$ cat src/hw/rtl/efsa_ram.sv
// Generic single-write, single-read RAM with registered read data
module efsa_ram #(
  parameter int WIDTH = 8,
  parameter int DEPTH = 64
) (
  input  logic                                     clk,
  input  logic                                     we,
  input  logic [((DEPTH > 1) ? $clog2(DEPTH) : 1)-1:0] waddr,
  input  logic [WIDTH-1:0]                         wdata,
  input  logic [((DEPTH > 1) ? $clog2(DEPTH) : 1)-1:0] raddr,
  output logic [WIDTH-1:0]                         rdata
);

  logic [WIDTH-1:0] mem [DEPTH];

  always_ff @(posedge clk) begin
    if (we) begin
      mem[waddr] <= wdata;
    end
    rdata <= mem[raddr];
  end

endmodule

$ cat config.mk
export PLATFORM = sky130hd
export DESIGN_NAME = efsa_ram
export DESIGN_NICKNAME = d
export VERILOG_FILES = /design/src/hw/rtl/efsa_ram.sv
export SDC_FILE = /design/constraint.sdc
export NUM_CORES = 1
export LEC_CHECK = 0
export BUFFER_PORTS_ARGS = -buffer_cell sky130_fd_sc_hd__clkbuf_2
export CORE_ASPECT_RATIO = 1.1
export CORE_MARGIN = 4
export CORE_UTILIZATION = 42
export CTS_CLUSTER_SIZE = 20
export DETAILED_ROUTE_END_ITERATION = 10
export GPL_TIMING_DRIVEN = 0
export MAX_ROUTING_LAYER = met4
export REMOVE_ABC_BUFFERS = 1
export SLEW_MARGIN = 40
export SYNTH_ARGS = -nofsm -noshare
export SYNTH_HDL_FRONTEND = slang
export SYNTH_SLANG_ARGS = --single-unit
$ cat constraint.sdc
create_clock -name clk -period 2.4 [get_ports clk]
set_input_delay 0.36 -clock clk [delete_from_list [all_inputs] [get_ports clk]]
set_output_delay 0.36 -clock clk [all_outputs]
set_load 0.005 [all_outputs]
==> impl_metrics.yaml, run 1 <==
run_status:
  status: "finished, final reports clean"
critical_path:
  cp_top_family: "multiplexers"
  cp_max_fo: 51
  criticalPathCategory: "in -> reg"
  worstPathArrival_ns: 2.81
  slowest_delay_ns: 0.59
  crit_slowest_cell: "a221oi_2"
  crit_chain: "buf_8, buf_16, mux4_2, mux2_2, a221oi_2, o2bb2ai_1"
  crit_cells: 6
  critPathBufInv: 2
  ff2ff_path_depth: 4
  crit_required_ns: 2.82
  worst_setup_path_start_kind: "input pin"
  critPathCaptureType: "flop"
cells_and_area:
  drive_gt1_frac: 0.287
  fillers: 3801
  nNetsFinal: 996
  layout.area.seq_mm2: 0.0155
  diodes: 0
  final_cell_area_mm2: 0.0227
  final_core_util: 0.482
  syn_to_final_growth_pct: 12.5
  multi_input_area_mm2: 0.00445
logic_synthesis:
  synth_warnings: 0
  synth_cell_types: 40
  synthFlopType: "edfxtp_1"
  synth_edf_count: 512
  synth.ff_latch_count: 520
  netlist_instances: 940
  async_flop_share: 0
  syn_area_mm2: 0.0202
  avgSynthCellArea_um2: 21.5
  yosysSeqAreaShare: 0.770
routing:
  ant_nets: 0
  vias_per_cell: 5.62
  drt-pass1-iter-count: 5
  dr.first_iter.drc_count: 877
  wl_per_cell_um: 26.5
  drc: 0
  wirelength_mm: 43.7
  dr_total_vias: 9270
die:
  boundaryPins: 30
  die_w_um: 217
  start_util: 0.429
  die_height_um: 238
  die-area_mm2: 0.0516
  rows: 83
  core_area_mm2: 0.0470
sta:
  max_clock_freq_mhz: 419
  worst_pin_slew_ns: 0.879
  setup_slack_ns: 0.0147
  fin_hold_ws_ns: 0.355
  worst_slew_margin_rel: 0.406
  fin_crit_sh: 0.994
  finalHoldViolations: 0
  clock_skew_ns: 0.0212
  final_max_slew_viol_count: 0
  fin_crit_ns: 2.39
  rsz0062_at_grt: "no"
  setup_violations: 0
power_and_ir_drop:
  swShare: 0.209
  power.switching_uw: 3860
  power_frac_seq: 0.546
  peakVddDrop_v: 0.000840
  clkPwrFrac: 0.402
  combPwrFrac: 0.052
  p_per_area_mw_per_mm2: 813
  internal_power_uw: 14600
  power_leakage_uw: 0.00693
min_path:
  hold_path.class: "in -> reg"
  hold_depth: 2
grt:
  grt.overflow.total: 0
  gr-usage-all-layers: 0.177
  grt_pass1_wl_mm: 65.8
  grt_max_degree: 65
  grt_pass1_vias: 9674
  antenna_found_initial: 0
place:
  hpwl_mm: 24.9
  dpl_worst_slack_ns: -0.836
  routabilityCongestion: 0.770
  place_area_mm2: 0.0210
  portBuffers: 29
flow_run:
  cap_violations: 0
clock_network:
  clockBufferDepth: 3
  cts_tree: "done"
  clk_latency_ns: 0.58
  cts_hold_buf: 0
  numCtsBuffers: 48
  clk_root_buffer_cell: "clkbuf_16"
  path_clk_slew_ns: 0.07
  cts.htree.levels: 2
  clock-sinks: 520
  post-cts-setup-buffer-count: 0
[area by class of cell]
type / instances / area share
multi-input combinational: 369 / 0.196
timing repair buffer: 35 / 0.0167
tap: 637 / 0.0351
clock inverter: 19 / 0.00689
clock buffer: 70 / 0.0602
sequential: 520 / 0.685
[cells by family (layout without fill, tap and decap cells)]
kind of cell	Yosys count	count (layout)	share of synthesized area
compound gates	54	54	0.0207
buf+inv	51	124	0.0157
flops	520	520	0.770
mux	162	162	0.159
simple gates	153	153	0.0339
[worst reg2reg max path, cell delays in order, from the launching register on]
cell	delay, ns
edfxtp_1	0.36
mux4_2	0.45
nor2b_1	0.16
a2111oi_1	0.77
o41ai_1	0.31
[final timing paths]
path | from | slack, ns | to
worst min register to register | mem[30][4] | 0.86 | rdata[4]
worst max-delay path | raddr[1] | 0.01 | rdata[1]
worst max register to register | mem[2][5] | 0.17 | rdata[5]
worst min-delay path | waddr[2] | 0.36 | mem[48][5]
[registers in the layout (all words and copies together), names as in the netlist]
register and cells:
mem 512, rdata 8
[per-stage QoR]
stage / setup TNS [ns] / total power [uW] / cells
2_1_floorplan: 0 / 10600 / 889
3_3_place_gp: -72.99 / 11200 / 1555
3_5_place_dp: -42.18 / 11200 / 1560
4_1_cts: 0 / 18600 / 1650
5_1_grt: 0 / 19000 / 1650
6_report: 0 / 18400 / 1650
[placed cells by master (no fill, tap or decap), types with 5 or more instances in the layout]
master,instances
dfxtp_1,8
o221ai_1,8
mux2_2,13
clkbuf_1,15
nand2_1,19
edfxtp_1,512
nand2b_1,7
nor2_1,43
buf_16,5
mux4_2,126
clkbuf_2,16
clkbuf_4,10
o22ai_1,8
clkbuf_16,50
nand3_1,13
mux2i_1,23
nor2b_1,14
clkbuf_8,7
clkinv_2,9
nor2_2,40
[cells in the mapped netlist, types with 3 or more instances]
master,n,share of area
a221oi_1,6,0.0026
buf_4,13,0.0048
edfxtp_1,512,0.76
dfxtp_1,8,0.0079
buf_6,4,0.0022
nand3b_1,3,0.0011
buf_2,11,0.0027
a22oi_1,3,0.0011
nand2b_1,7,0.0022
o2111ai_1,3,0.0013
nand2_1,19,0.0035
nor2b_1,14,0.0043
o2bb2ai_1,3,0.0013
a21oi_1,3,0.00074
nand3_1,13,0.0032
o22ai_1,8,0.0025
o221ai_1,8,0.0035
nor2_1,83,0.015
clkbuf_1,17,0.0032
nor3_1,7,0.0017
a211oi_1,4,0.0015
mux2i_1,23,0.011
buf_1,4,0.00074
mux2_2,13,0.0073
mux4_2,126,0.14
[power groups by stage]
| stage | registers, uW | clock network [uW] | logic, uW |
|---|---|---|---|
| final | 10100 | 7420 | 952 |
| after global routing | 10100 | 7920 | 1020 |
| after CTS | 10100 | 7530 | 964 |
| after detailed placement | 10300 | 0 | 945 |
| after global placement | 10300 | 0 | 969 |
| after floorplan | 10300 | 0 | 390 |
[per-layer routing]
metal / part of all wire / up-vias / global-route usage
li1: - / 4003 / -
met1: 0.43 / 4901 / 0.249
met2: 0.48 / 290 / 0.274
met3: 0.061 / 76 / 0.0284
met4: 0.027 / 0 / 0.0511
met5: 0 / - / -
[timing repair]
item	4_1_cts	5_1_grt
cloned	1	0
resized for setup	4	1
setup endpoints to repair	7	1
Power figures use the tool's default switching activity.
==> run 2: changes to the inputs <==
--- a/config.mk
+++ b/config.mk
@@ -5,6 +5,7 @@
 export SDC_FILE = /design/constraint.sdc
 export NUM_CORES = 1
 export LEC_CHECK = 0
+export ABC_AREA = 1
 export BUFFER_PORTS_ARGS = -buffer_cell sky130_fd_sc_hd__clkbuf_2
 export CORE_ASPECT_RATIO = 1.1
 export CORE_MARGIN = 4
==> run 2 against run 1 <==
- the run now ends with negative setup slack left
- first-iteration DRC count grew 48%
- power rose by 0.97%
- final area is 3.4% higher
- clock power about the same
- non-clock buffer count rose by 13
- global-route usage increased by 1.2 points
- critical path type unchanged
- critical endpoint is now mem[12][5]
- highest routed layer unchanged
==> impl_metrics.yaml, run 2 <==
run_status:
  status: "complete, but fails checks"
  violations: "negative setup slack"
critical_path:
  timing.rr.start: "mem[47][2]"
  critPathCaptureType: "flop"
  criticalPathCategory: "in -> reg"
  cp-startpoint: "waddr[0]"
  worst_setup_path_start_kind: "input pin"
  worstPathArrival_ns: 2.59
  crit_required_ns: 2.58
  cp_max_fo: 9
grt:
  gr-usage-all-layers: 0.189
  grt_pass1_wl_mm: 77.5
  grt_max_degree: 154
  grt.overflow.total: 0
  antenna_found_initial: 6
  grt_pass1_vias: 12600
logic_synthesis:
  avgSynthCellArea_um2: 11.8
  synthSimpleGateAreaFrac: 0.232
  netlist_top_cells_area: "edfxtp_1 (72%), nand2_1 (11%), nand3_1 (10%)"
  netlist_instances: 1805
  synth_top_family_by_area: "simple AND/OR/NAND/NOR gates"
  synth_commonest_cells: "nand2_1 (648), edfxtp_1 (512), nand3_1 (439)"
  synth_most_common_cell: "nand2_1"
  synthFlopType: "edfxtp_1"
  synth.area.mux_share: 0
  synth_xor_xnor_area_share: 0
  synth_edf_count: 512
  async_flop_share: 0
  synth_cell_types: 16
  yosysSeqAreaShare: 0.728
  yosysTopAreaCellShare: 0.720
  synth_compound_area_frac: 0
  synth_warnings: 0
  synth.ff_latch_count: 520
  syn_area_mm2: 0.0213
  synth.largest_area_cell: "edfxtp_1"
  synthAdderAreaFrac: 0
routing:
  vias_per_cell: 5.33
  wirelength_mm: 51.0
  ant_nets: 0
  wl_per_cell_um: 20.5
  dr.first_iter.drc_count: 1296
  drt-pass1-iter-count: 5
  drc: 0
  dr_total_vias: 13300
sta:
  worst_pin_slew_ns: 0.945
  setup_violations: 8
  finalHoldViolations: 0
  fin_crit_sh: 1.00
  max_clock_freq_mhz: 415
  fin_crit_ns: 2.41
  clock_skew_ns: 0.0113
  fin_hold_ws_ns: 0.301
  final.setup.tns_ns: -0.0481
  final_max_slew_viol_count: 0
  worst_slew_margin_rel: 0.368
  setup_slack_ns: -0.0118
  rsz0062_at_grt: "yes"
die:
  die_w_um: 223
  boundaryPins: 30
  core_area_mm2: 0.0501
  die-area_mm2: 0.0545
  die_height_um: 244
  start_util: 0.426
  rows: 86
place:
  dp.cells: 2400
  hpwl_mm: 28.0
  routabilityCongestion: 0.793
  portBuffers: 29
clock_network:
  clock-sinks: 520
  cts.htree.levels: 2
  clockBufferDepth: 3
  numCtsBuffers: 49
  post-cts-setup-buffer-count: 0
  cts_tree: "done"
  path_clk_slew_ns: 0.06
  clk_root_buffer_cell: "clkbuf_16"
  cts_hold_buf: 0
  clk_latency_ns: 0.56
cells_and_area:
  final_common_cell: "nand2_1"
  regMostFlops: "mem"
  layout_common_cells: "nand2_1 (648), edfxtp_1 (512), nand3_1 (439), clkbuf_16 (49), nor2_1 (39)"
  fillers: 4542
  nNetsFinal: 1813
  syn_to_final_growth_pct: 9.94
  largest_register_ffs: 512
  top_regs: "mem x512, rdata x8"
  stdcell_count: 2491
  drive_gt1_frac: 0.0762
power_and_ir_drop:
  power_uw: 18600
  peakVddDrop_v: 0.000425
  power_leakage_uw: 0.00829
  p_per_area_mw_per_mm2: 794
flow_run:
  cap_violations: 0
min_path:
  hold_path.class: "in -> reg"
  hp-start: "raddr[5]"
[run 2: cell types whose count changed in the layout (fill, tap and decap cells not counted), sizes merged, moves of 14 or more]
cell	change
mux2i	-23
nor2b	-14
nor2	-27
mux4	-126
nand3	+426
nand2	+629
[run 2: critical path, cell delays in order]
cell	delay, ns
clkbuf_2	0.17
inv_1	0.28
nand4_1	0.81
nor2_1	0.96
[run 2: final timing paths]
check	to	slack [ns]	cells past startpoint
worst max register to register	rdata[2]	0.98	8
worst max-delay path	mem[12][5]	-0.01	4
worst min register to register	rdata[2]	0.88	8
worst min-delay path	rdata[4]	0.30	3
[run 2: timing repair]
action,CTS,global route
hold endpoints to repair,0,0
gates resized for setup,0,0
endpoints found under the setup margin,0,12
[run 2: logic make-up (layout without fill, tap and decap cells)]
| logic type | Yosys count | count (layout) |
|---|---|---|
| flip-flops | 520 | 520 |
| AND/OR/NAND/NOR | 1160 | 1160 |
| buffers and inverters | 125 | 145 |
| other | 0 | 6 |
[run 2: final cells by class]
type	instances	area (um^2)	share of cell area
clock inverters	14	135	0.00576
inverters	12	73.8	0.00315
multi-input cells	1160	5040	0.215
clock buffers	71	1380	0.0588
diodes	6	15.0	0.000640
well taps	660	826	0.0352
repair buffers	48	459	0.0196
flip-flops and latches	520	15500	0.662
[run 2: per-layer routing]
layer / up-vias / GRT usage / routed length (um)
li1: 6327 / - / -
met1: 6477 / 0.253 / 21500
met2: 376 / 0.305 / 25100
met3: 88 / 0.0269 / 3040
met4: 0 / 0.0566 / 1350
met5: - / - / 0
[run 2: report_power, final]
part / switching, uW / internal, uW / total, uW
Sequential: 17.3 / 10100 / 10100
Clock: 3140 / 4270 / 7410
Combinational: 859 / 286 / 1140
Total: 4010 / 14600 / 18600
[run 2: per-stage QoR]
stage           util  setup slack, ns  cell area (um^2)
6_report       0.468          -0.0118             23500
5_1_grt        0.468          -0.0118             23500
4_1_cts        0.467            0.125             23400
3_5_place_dp   0.437           -0.455             21900
3_3_place_gp   0.429            -6.57             21500
2_1_floorplan      -           -0.477             20500
==> run 3: changes to the inputs <==
--- a/config.mk
+++ b/config.mk
@@ -10,6 +10,7 @@
 export CORE_ASPECT_RATIO = 1.1
 export CORE_MARGIN = 4
 export CORE_UTILIZATION = 42
+export CTS_BUF_LIST = sky130_fd_sc_hd__clkbuf_4 sky130_fd_sc_hd__clkbuf_8 sky130_fd_sc_hd__clkbuf_16
 export CTS_CLUSTER_SIZE = 20
 export DETAILED_ROUTE_END_ITERATION = 10
 export GPL_TIMING_DRIVEN = 0
==> run 3 against run 2 <==
- the run now ends clean
- flip-flop and latch count unchanged
- die area unchanged
- clock skew decreased by 0.0024 ns
- largest power group unchanged
- final cell count unchanged
- sequential power about the same
==> impl_metrics.yaml, run 3 (synthesis gave the netlist of run 2 again) <==
run_status:
  status: "finished, final reports clean"
cells_and_area:
  final_common_cell: "nand2_1"
  fillers: 4539
  largest_register_ffs: 512
  regMostFlops: "mem"
  drive_gt1_frac: 0.0833
  final_core_util: 0.469
  layout_common_cells: "nand2_1 (648), edfxtp_1 (512), nand3_1 (439), clkbuf_16 (49), nor2_1 (41)"
  nNetsFinal: 1813
  top_regs: "mem x512, rdata x8"
  syn_to_final_growth_pct: 10.2
clock_network:
  path_clk_slew_ns: 0.06
  cts_tree: "done"
  cts.htree.levels: 2
  cts_resized: 0
  clock-sinks: 520
  clockBufferDepth: 3
  numCtsBuffers: 49
  clk_latency_ns: 0.56
  clk_root_buffer_cell: "clkbuf_16"
die:
  core_area_mm2: 0.0501
  die_height_um: 244
  rows: 86
  die_w_um: 223
  die-area_mm2: 0.0545
  boundaryPins: 30
  start_util: 0.426
power_and_ir_drop:
  internal_power_uw: 14800
  swShare: 0.213
  clkPwrFrac: 0.403
  p_per_area_mw_per_mm2: 799
  peakVddDrop_v: 0.000432
  power_frac_seq: 0.536
  power.switching_uw: 4010
  power_leakage_uw: 0.00834
  combPwrFrac: 0.061
sta:
  setup_slack_ns: 0.0208
  setup_violations: 0
  final.setup.tns_ns: 0
  clock_skew_ns: 0.00895
  max_clock_freq_mhz: 420
  final_max_slew_viol_count: 0
  fin_hold_ws_ns: 0.304
  fin_crit_sh: 0.991
  worst_slew_margin_rel: 0.380
  worst_pin_slew_ns: 0.928
  finalHoldViolations: 0
  fin_crit_ns: 2.38
  rsz0062_at_grt: "yes"
grt:
  grt_pass1_wl_mm: 77.5
  antenna_found_initial: 6
  grt_max_degree: 154
  grt_pass1_vias: 12600
  grt.overflow.total: 0
  gr-usage-all-layers: 0.189
place:
  portBuffers: 29
  routabilityCongestion: 0.793
  dpl_worst_slack_ns: -0.455
  hpwl_mm: 28.0
min_path:
  hp-start: "waddr[2]"
  hold_depth: 2
  hold_path.class: "in -> reg"
  whs_endpoint: "mem[50][0]"
critical_path:
  worst_setup_path_start_kind: "input pin"
  criticalPathCategory: "in -> reg"
  slowest_delay_ns: 0.94
  cp_max_fo: 9
  crit_required_ns: 2.58
  crit_slowest_cell: "nor2_1"
  critPathCaptureType: "flop"
  cp_top_family: "simple AND/OR/NAND/NOR gates"
  reg2reg_to: "rdata[5]"
  r2r_slack_ns: 0.99
  ff2ff_path_depth: 8
  crit_chain: "clkbuf_2, inv_1, nand4_1, nor2_1"
  timing.rr.start: "mem[28][5]"
  worstPathArrival_ns: 2.56
  crit_cells: 4
  critPathBufInv: 2
routing:
  dr_total_vias: 13300
  wirelength_mm: 51.2
  drc: 0
  vias_per_cell: 5.36
  drt-pass1-iter-count: 5
  ant_nets: 0
  dr.first_iter.drc_count: 1266
  wl_per_cell_um: 20.5
flow_run:
  cap_violations: 0
[run 3: cell type report]
class                   instances  area, um^2  area share
flip-flops and latches        520       15500       0.661
multi-input cells            1160        5030       0.214
clock buffers                  71        1440      0.0610
well taps                     660         826      0.0351
repair buffers                 48         459      0.0195
clock inverters                14         135     0.00575
inverters                      12        73.8     0.00314
diodes                          6        15.0    0.000639
[run 3: worst max path at each step]
stage                     startpoint  slack, ns    endpoint
after floorplan             raddr[1]      -0.48    rdata[7]
after global placement      raddr[0]      -6.57    rdata[2]
after detailed placement    waddr[0]      -0.45  mem[20][4]
after CTS                   waddr[0]       0.13  mem[20][4]
after global routing        waddr[0]     -0.008  mem[12][5]
final                       waddr[0]       0.02  mem[12][5]
[run 3: timing repair]
item,4_1_cts,5_1_grt
hold buffers,0,0
buffers inserted,0,0
endpoints found under the setup margin,0,8
[run 3: through the flow]
| step | power [uW] | area (um^2) | instances |
|---|---|---|---|
| detailed placement | 11400 | 21900 | 2400 |
| global route | 19400 | 23500 | 2491 |
| CTS | 18900 | 23500 | 2485 |
| global placement | 11400 | 21500 | 2381 |
| floorplan | 10800 | 20500 | 1692 |
| finish | 18800 | 23500 | 2491 |
[run 3: power groups by stage]
stage,combinational [uW],sequential [uW],clock [uW]
6_report,1140,10100,7580
2_1_floorplan,507,10300,0
3_5_place_dp,1150,10300,0
3_3_place_gp,1160,10300,0
5_1_grt,1270,10100,8070
4_1_cts,1160,10100,7710
[run 3: worst register-to-register path: cells and delay by family, from the launching register on]
| kind | cells | cell delay [ns] |
|---|---|---|
| flip-flops | 1 | 0.35 |
| AND/OR/NAND/NOR | 8 | 0.92 |
[run 3: per-layer routing]
metal  vias up  share of wire  track usage
met2       395           0.49        0.306
met1      6532           0.42        0.253
met3        93          0.061       0.0259
li1       6326              -            -
met5         -              0            -
met4         0          0.027       0.0568
